==> src/dpke_pkg.sv <==
// ----------------------------------------------------------------------------
// dpke_pkg
// Shared types and constants of the debounced pedal key encoder.
// ----------------------------------------------------------------------------
package dpke_pkg;

    // Widths fixed by the pin and keycode fields
    localparam int PIN_W       = 5;
    localparam int CODE_W      = 8;
    localparam int TICKS_W     = 16;
    localparam int NUM_CODES   = 5;
    localparam int MAX_BUTTONS = 8;
    localparam int BTN_IDX_W   = 3;
    localparam int CFG_IDX_W   = 3;
    localparam int CFG_DATA_W  = 16;

    // Register indexes of the configuration port
    localparam logic [CFG_IDX_W-1:0] REG_DEBOUNCE     = 3'd0;
    localparam logic [CFG_IDX_W-1:0] REG_CODE_PLAY    = 3'd1;
    localparam logic [CFG_IDX_W-1:0] REG_CODE_FORWARD = 3'd2;
    localparam logic [CFG_IDX_W-1:0] REG_CODE_BACK    = 3'd3;
    localparam logic [CFG_IDX_W-1:0] REG_CODE_SPEED   = 3'd4;
    localparam logic [CFG_IDX_W-1:0] REG_CODE_LOOP    = 3'd5;

    // Reset values
    localparam logic [TICKS_W-1:0] DEBOUNCE_RESET     = 16'd50;
    localparam logic [CODE_W-1:0]  CODE_PLAY_RESET    = 8'd81;  // 'Q'
    localparam logic [CODE_W-1:0]  CODE_FORWARD_RESET = 8'd85;  // 'U'
    localparam logic [CODE_W-1:0]  CODE_BACK_RESET    = 8'd69;  // 'E'
    localparam logic [CODE_W-1:0]  CODE_SPEED_RESET   = 8'd82;  // 'R'
    localparam logic [CODE_W-1:0]  CODE_LOOP_RESET    = 8'd84;  // 'T'

    typedef logic [NUM_CODES-1:0][CODE_W-1:0] code_array_t;

    // One run of key emissions handed from the debouncer to the emitter
    typedef struct packed {
        logic                   valid;
        logic [MAX_BUTTONS-1:0] mask;
        logic                   led;
    } run_t;

endpackage

==> src/debounced_pedal_key_encoder.sv <==
// ----------------------------------------------------------------------------
// debounced_pedal_key_encoder
// Debounces five active-low pedal inputs and emits a keycode for each newly
// pressed pedal, toggling an LED level on every key.
// ----------------------------------------------------------------------------
// Throughput: one sample per cycle while in_stall is low; a run holds the
//   emitter, one key per cycle while out_stall is low, and a further run
//   waits behind it.
// Reset: counter, patterns and queues clear, LED level starts high, debounce
//   and keycode registers take their default values.
// ----------------------------------------------------------------------------
module debounced_pedal_key_encoder
    import dpke_pkg::*;
#(
    parameter int BUTTON_COUNT = 5,
    parameter int COUNT_WIDTH  = 16
)
(
    input  logic                  clk,
    input  logic                  rst_n,
    input  logic                  cfg_we,
    input  logic [CFG_IDX_W-1:0]  cfg_index,
    input  logic [CFG_DATA_W-1:0] cfg_data,
    input  logic                  in_valid,
    output logic                  in_stall,
    input  logic [PIN_W-1:0]      pin_levels,
    output logic                  out_valid,
    input  logic                  out_stall,
    output logic [CODE_W-1:0]     key_code,
    output logic                  led_level,
    output logic                  last
);

    logic [TICKS_W-1:0] debounce_reg;
    code_array_t        codes_reg;
    run_t               run;
    logic               run_ready;

    always_ff @(posedge clk or negedge rst_n)
    begin
        if (!rst_n)
        begin
            debounce_reg <= DEBOUNCE_RESET;
            codes_reg[0] <= CODE_PLAY_RESET;
            codes_reg[1] <= CODE_FORWARD_RESET;
            codes_reg[2] <= CODE_BACK_RESET;
            codes_reg[3] <= CODE_SPEED_RESET;
            codes_reg[4] <= CODE_LOOP_RESET;
        end
        else if (cfg_we)
        begin
            unique case (cfg_index)
                REG_DEBOUNCE:     debounce_reg <= cfg_data;
                REG_CODE_PLAY:    codes_reg[0] <= cfg_data[CODE_W-1:0];
                REG_CODE_FORWARD: codes_reg[1] <= cfg_data[CODE_W-1:0];
                REG_CODE_BACK:    codes_reg[2] <= cfg_data[CODE_W-1:0];
                REG_CODE_SPEED:   codes_reg[3] <= cfg_data[CODE_W-1:0];
                REG_CODE_LOOP:    codes_reg[4] <= cfg_data[CODE_W-1:0];
                default:          ;  // drop writes beyond the register list
            endcase
        end
    end

    dpke_debounce #(
        .BUTTON_COUNT (BUTTON_COUNT),
        .COUNT_WIDTH  (COUNT_WIDTH)
    ) u_debounce (
        .clk            (clk),
        .rst_n          (rst_n),
        .in_valid       (in_valid),
        .in_stall       (in_stall),
        .pin_levels     (pin_levels),
        .debounce_ticks (debounce_reg),
        .run_ready      (run_ready),
        .run            (run)
    );

    dpke_emitter u_emitter (
        .clk       (clk),
        .rst_n     (rst_n),
        .run       (run),
        .run_ready (run_ready),
        .codes     (codes_reg),
        .out_valid (out_valid),
        .out_stall (out_stall),
        .key_code  (key_code),
        .led_level (led_level),
        .last      (last)
    );

endmodule

==> src/dpke_debounce.sv <==
// ----------------------------------------------------------------------------
// dpke_debounce
// Input register, stable-tick counter and accepted pattern; produces a run
// of newly pressed buttons for the emitter.
// ----------------------------------------------------------------------------
module dpke_debounce
    import dpke_pkg::*;
#(
    parameter int BUTTON_COUNT = 5,
    parameter int COUNT_WIDTH  = 16
)
(
    input  logic               clk,
    input  logic               rst_n,
    input  logic               in_valid,
    output logic               in_stall,
    input  logic [PIN_W-1:0]   pin_levels,
    input  logic [TICKS_W-1:0] debounce_ticks,
    input  logic               run_ready,
    output run_t               run
);

    localparam int CMP_W = (COUNT_WIDTH > TICKS_W) ? COUNT_WIDTH : TICKS_W;

    logic                    in_v_reg;
    logic [PIN_W-1:0]        pin_reg;
    logic [BUTTON_COUNT-1:0] prev_reg, prev_next;
    logic [COUNT_WIDTH-1:0]  count_reg, count_next;
    logic [BUTTON_COUNT-1:0] accepted_reg, accepted_next;
    logic                    led_reg, led_next;

    logic [BUTTON_COUNT-1:0] sample;
    logic [BUTTON_COUNT-1:0] fresh;
    logic                    take;
    logic                    proc;

    always_comb
    begin
        // Pins above the field width read as driven low, i.e. pressed
        for (int i = 0; i < BUTTON_COUNT; i++)
        begin
            if (i < PIN_W)
                sample[i] = ~pin_reg[i];
            else
                sample[i] = 1'b1;
        end

        if (sample != prev_reg)
            count_next = '0;
        else if (count_reg != {COUNT_WIDTH{1'b1}})
            count_next = count_reg + 1'b1;
        else
            count_next = count_reg;

        take  = (CMP_W'(count_next) > CMP_W'(debounce_ticks)) && (sample != accepted_reg);
        fresh = take ? (sample & ~accepted_reg) : '0;

        // Hold an item that starts a new run while the previous run is still being emitted
        proc     = in_v_reg && ((fresh == '0) || run_ready);
        in_stall = in_v_reg && !proc;

        run.valid = proc && (fresh != '0);
        run.mask  = MAX_BUTTONS'(fresh);
        run.led   = led_reg;

        prev_next     = prev_reg;
        accepted_next = accepted_reg;
        led_next      = led_reg;
        if (proc)
        begin
            prev_next = sample;
            if (take)
            begin
                accepted_next = sample;
                led_next      = led_reg ^ (^fresh);
            end
        end
    end

    always_ff @(posedge clk or negedge rst_n)
    begin
        if (!rst_n)
        begin
            in_v_reg     <= 1'b0;
            prev_reg     <= '0;
            count_reg    <= '0;
            accepted_reg <= '0;
            led_reg      <= 1'b1;
        end
        else
        begin
            if (!in_stall)
                in_v_reg <= in_valid;
            if (proc)
                count_reg <= count_next;
            prev_reg     <= prev_next;
            accepted_reg <= accepted_next;
            led_reg      <= led_next;
        end
    end

    always_ff @(posedge clk)
    begin
        if (!in_stall && in_valid)
            pin_reg <= pin_levels;
    end

endmodule

==> src/dpke_emitter.sv <==
// ----------------------------------------------------------------------------
// dpke_emitter
// Walks a run of newly pressed buttons in bit order, one keycode per cycle
// while out_stall allows, into the result register.
// ----------------------------------------------------------------------------
module dpke_emitter
    import dpke_pkg::*;
(
    input  logic              clk,
    input  logic              rst_n,
    input  run_t              run,
    output logic              run_ready,
    input  code_array_t       codes,
    output logic              out_valid,
    input  logic              out_stall,
    output logic [CODE_W-1:0] key_code,
    output logic              led_level,
    output logic              last
);

    logic                   pend_v_reg;
    logic [MAX_BUTTONS-1:0] pend_mask_reg;
    logic                   pend_led_reg;
    logic                   out_v_reg;
    logic [CODE_W-1:0]      code_reg;
    logic                   led_out_reg;
    logic                   last_reg;

    logic                   emit;
    logic [BTN_IDX_W-1:0]   idx;
    logic [MAX_BUTTONS-1:0] rest;
    logic [CODE_W-1:0]      code_sel;
    logic                   led_cur;

    always_comb
    begin
        idx = '0;
        for (int i = MAX_BUTTONS - 1; i >= 0; i--)
        begin
            if (pend_mask_reg[i])
                idx = BTN_IDX_W'(i);
        end
        rest     = pend_mask_reg & (pend_mask_reg - 1'b1);
        code_sel = (32'(idx) < NUM_CODES) ? codes[idx] : '0;
        led_cur  = ~pend_led_reg;

        emit      = pend_v_reg && (!out_v_reg || !out_stall);
        run_ready = !pend_v_reg || (emit && (rest == '0));
    end

    always_ff @(posedge clk or negedge rst_n)
    begin
        if (!rst_n)
        begin
            pend_v_reg <= 1'b0;
            out_v_reg  <= 1'b0;
        end
        else
        begin
            if (run.valid)
                pend_v_reg <= 1'b1;
            else if (emit && (rest == '0))
                pend_v_reg <= 1'b0;

            if (emit)
                out_v_reg <= 1'b1;
            else if (!out_stall)
                out_v_reg <= 1'b0;
        end
    end

    always_ff @(posedge clk)
    begin
        // Load a new run, otherwise advance through the current one
        if (run.valid)
        begin
            pend_mask_reg <= run.mask;
            pend_led_reg  <= run.led;
        end
        else if (emit)
        begin
            pend_mask_reg <= rest;
            pend_led_reg  <= led_cur;
        end

        if (emit)
        begin
            code_reg    <= code_sel;
            led_out_reg <= led_cur;
            last_reg    <= (rest == '0);
        end
    end

    assign out_valid = out_v_reg;
    assign key_code  = code_reg;
    assign led_level = led_out_reg;
    assign last      = last_reg;

endmodule
==> config.mk <==
export PLATFORM = sky130hd
export DESIGN_NAME = debounced_pedal_key_encoder
export DESIGN_NICKNAME = d
export VERILOG_FILES = /design/src/dpke_pkg.sv /design/src/debounced_pedal_key_encoder.sv /design/src/dpke_debounce.sv /design/src/dpke_emitter.sv
export SDC_FILE = /design/constraint.sdc
export NUM_CORES = 1
export LEC_CHECK = 0
export BUFFER_PORTS_ARGS = -buffer_cell sky130_fd_sc_hd__clkbuf_2
export CAP_MARGIN = 0
export CORE_UTILIZATION = 49
export DETAILED_ROUTE_END_ITERATION = 7
export MAX_ROUTING_LAYER = met4
export PLACE_DENSITY = 0.81
export REMOVE_ABC_BUFFERS = 1
export SYNTH_ARGS = -nofsm -noshare
export SYNTH_HDL_FRONTEND = slang
export SYNTH_HIERARCHICAL = 1
export SYNTH_SLANG_ARGS = --single-unit
==> constraint.sdc <==
create_clock -name clk -period 5.1 [get_ports clk]
set_input_delay 0.51 -clock clk [delete_from_list [all_inputs] [get_ports clk]]
set_output_delay 0.51 -clock clk [all_outputs]
set_load 0.02 [all_outputs]
==> results.py <==
metrics = {
    "worst_setup_path": {
        "worst_r2r_path_depth": 20,
        "criticalPathCategory": "register to primary output",
        "crit-reg2reg-capture": "u_debounce/count_reg[14]",
        "r2r_start": "u_debounce/count_reg[3]",
        "r2r_slack_ns": 0.32,
        "cp_num_buf_inv": 2,
        "worst_setup_path_endpoint": "in_stall",
        "worst-path-stages": 17,
        "path_max_fanout": 7,
        "req_time_crit_path_ns": 4.59,
        "critical_path.cell_chain": "nand4_2 > or3_4 > a41o_1 > o21ai_0 > a21oi_1 > ha_1 > nand4_2 > or4_1 > a21o_1 > nand3_2 > and3_1 > inv_1 > ha_1 > nand2_1 > nand3b_1 > o31ai_4 > clkbuf_2",
        "critPathCaptureType": "primary output",
        "critical_path.slowest_cell": "or4_1",
        "arrival_ns": 4.42,
        "crit_path_start": "u_debounce/count_reg[3]",
        "timing.critical_path.slowest_cell_delay_ns": 0.56,
        "dominant_delay_contributor_by_cell_family_on_the_critical_path": "simple AND/OR/NAND/NOR gates",
        "timing.critical_path.from_type": "register",
    },
    "floorplan": {
        "die-area_mm2": 0.0132,
        "count_of_boundary_i_o_pins": 41,
        "die_x_um": 115,
        "initial_utilization_pct": 51.0,
        "chipHeight_um": 115,
        "num_rows": 40,
        "placeableCoreArea_mm2": 0.0122,
    },
    "power_and_ir_drop": {
        "share_comb_of_total_power_pct": 22.6,
        "internal_power_mw": 1.74,
        "power_frac_seq_pct": 49.0,
        "vdd_ir_drop_max_mv": 0.264,
        "total_leakage_power_nw": 2.89,
        "power.clock.fraction_pct": 28.4,
        "power.density_mw_per_mm2": 358,
        "design_power_total_mw": 2.48,
        "power_switching_share_pct": 29.7,
        "switchingPower_mw": 0.737,
    },
    "timing": {
        "final_period_minus_worst_setup_slack_ns": 4.93,
        "min_period_over_period_pct": 96.7,
        "finalSetupViolations": 0,
        "post-route-worst-setup-slack_ns": 0.167,
        "slew_headroom_pct": 27.3,
        "timing.setup.tns_ns": 0,
        "min_hold_slack_ns": 0.333,
        "final.setup_skew_ns": 0.00778,
        "finalHoldViolations": 0,
        "maxSlewViolCount": 0,
        "tightestPinTransition_ns": 1.09,
        "clock.fmax_ghz": 0.203,
    },
    "place": {
        "port-buffer-count": 40,
        "dp_cells": 754,
        "dpl_cell_area_mm2": 0.00660,
        "dp_worst_setup_slack_ns": 0.179,
        "placed_wire_length_estimate_after_detailed_placement_um": 9730,
        "gp_congestion": 0.947,
    },
    "clocking": {
        "postCtsHoldBufs": 0,
        "cts_repair_resize_count": 0,
        "cts.clk_slew.worst_paths_ns": 0.07,
        "postCtsSetupBuffers": 0,
        "clk_path_buf_depth": 2,
        "clockRootBuffer": "clkbuf_16",
        "cts_sinks": 110,
        "htree_levels": 3,
        "cts_made_buffers": 9,
        "later_pin_clock_latency_in_the_skew_report_ns": 0.35,
        "tritoncts": "done",
    },
    "finish": {
        "finalNonFillerCells": 770,
        "insertedDiodeCount": 0,
        "sequential_cell_area_mm2": 0.00290,
        "final_common_cell": "dfrtp_1",
        "multiInputGateArea_mm2": 0.00304,
        "nFillCells": 1076,
        "layout.cells.most_common_list": "63 x dfrtp_1, 59 x mux2_2, 39 x clkbuf_2",
        "final_util_pct": 56.7,
        "final_nets": 650,
        "layout.cell_area.non_filler_mm2": 0.00693,
        "area.growth.synth_to_final_pct": 11.3,
        "final_layout_size_suffix_gt1_share_pct": 32.1,
        "largest_reg_flops": 40,
    },
    "global_routing": {
        "grt_pass1_wl_um": 22600,
        "number_of_global_route_vias_before_repair": 4568,
        "globalRoute.totalOverflow": 0,
        "grt_util_overall_pct": 23.0,
        "pin_count_of_the_biggest_net_entering_global_routing": 87,
        "antenna_violations_before_repair": 0,
    },
    "synth": {
        "postSynthRegisterBits": 110,
        "synth_cells": 556,
        "ys_dominant_reg_cell": "dfrtp_1",
        "postSynth.asyncResetShare_pct": 78.2,
        "syn_area_per_cell_um2": 11.2,
        "synth-seq-area-share_pct": 46.6,
        "synth_edf_count": 24,
        "synth.distinct_cells": 71,
        "synthesis.yosys.warnings": 6,
        "syn_area_mm2": 0.00622,
    },
    "drt": {
        "drc_errors": 0,
        "routed-via-count": 4530,
        "drtPass1Iterations": 4,
        "first_iter_violations": 284,
        "route.detailed.vias_per_inst": 5.88,
        "drt-wirelength-per-cell_um": 17.5,
        "drt.antenna.violating_nets": 0,
        "routed_wirelength_um": 13500,
    },
    "status": {
        "outcome": "complete, no violations",
    },
    "run": {
        "cap_violations": 0,
    },
    "hold_path": {
        "hold_path_depth": 1,
        "worst_hold_path_type": "primary input to register",
    },
}
routing by layer:
metal,GRT usage (%),part of all wire [%]
met1,28.4,43
met2,37.8,50
met3,5.19,4.4
met4,6.93,2.0
met5,-,0
layout make-up:
| type | count | area share, % |
|---|---|---|
| timing repair buffer | 57 | 4.95 |
| clock buffer | 10 | 3.31 |
| multi-input combinational | 383 | 43.9 |
| clock inverter | 6 | 0.994 |
| sequential | 110 | 41.9 |
| tap | 168 | 3.04 |
| inverter | 36 | 1.95 |
synth_stat cells, types with 3 or more instances:
cell / number / area share (%)
nor2_1: 23 / 1.4
o21ai_0: 21 / 1.7
nor4bb_1: 3 / 0.48
nand2b_1: 3 / 0.30
mux2i_1: 14 / 2.3
inv_1: 36 / 2.2
mux2_2: 59 / 11
and3_1: 9 / 0.90
buf_4: 6 / 0.72
nand3_1: 16 / 1.3
dfstp_2: 20 / 8.4
mux2_4: 7 / 1.7
buf_6: 6 / 1.1
nand4_1: 13 / 1.3
a31oi_1: 11 / 1.1
buf_2: 8 / 0.64
clkbuf_1: 8 / 0.48
nor4_1: 7 / 0.70
nor2b_1: 3 / 0.30
a211oi_1: 3 / 0.36
and4_2: 6 / 0.96
xnor2_1: 13 / 1.8
a21oi_1: 13 / 1.0
edfxtp_1: 24 / 12
and2_1: 4 / 0.40
a21o_1: 3 / 0.36
ha_1: 24 / 4.8
and4_1: 3 / 0.42
or2_2: 4 / 0.40
dfrtp_1: 66 / 27
nand2_1: 38 / 2.3
nor3_1: 11 / 0.88
or3_1: 4 / 0.40
o211ai_1: 18 / 2.2
worst min-delay path by stage:
| stage | start | end | slack [ns] |
|---|---|---|---|
| after floorplan | rst_n | codes_reg[11] | 0.21 |
| after global placement | u_emitter/pend_v_reg | u_emitter/out_valid | 0.45 |
| after detailed placement | debounce_reg[2] | debounce_reg[2] | 0.48 |
| after CTS | pin_levels[2] | u_debounce/pin_reg[2] | 0.32 |
| after global routing | pin_levels[1] | u_debounce/pin_reg[1] | 0.32 |
| final | pin_levels[2] | u_debounce/pin_reg[2] | 0.33 |
logic make-up after synthesis:
logic type | Yosys count | synth area share (%)
AOI/OAI and AO/OA | 94 | 10.8
other | 1 | 0.0602
adders and majority gates | 24 | 4.82
muxes | 82 | 15.0
DFF | 110 | 46.6
and+or+nand+nor | 166 | 15.7
xor gates and xnor gates | 14 | 1.97
buffers and inverters | 65 | 5.17
power groups by stage:
stage	clock, mW	sequential, mW	combinational (mW)
6_report	0.703	1.22	0.560
5_1_grt	0.753	1.24	0.616
4_1_cts	0.722	1.22	0.560
3_5_place_dp	0	1.23	0.558
3_3_place_gp	0	1.22	0.530
2_1_floorplan	0	1.23	0.368
worst reg2reg max path: stages, from the launching register on:
cell     delay, ns
dfrtp_2       0.43
nand4_2       0.15
or3_4         0.45
a41o_1        0.28
o21ai_0       0.19
a21oi_1       0.12
ha_1          0.33
a21oi_1       0.17
o21ai_0       0.13
nor4_2        0.39
nand3_2       0.22
and3_1        0.25
inv_1         0.07
ha_1          0.17
nand2_1       0.10
nor2_1        0.14
o21ai_0       0.09
buf_4         0.16
a31oi_4       0.32
buf_12        0.19
mux2_4        0.31
Power figures use the tool's default switching activity.
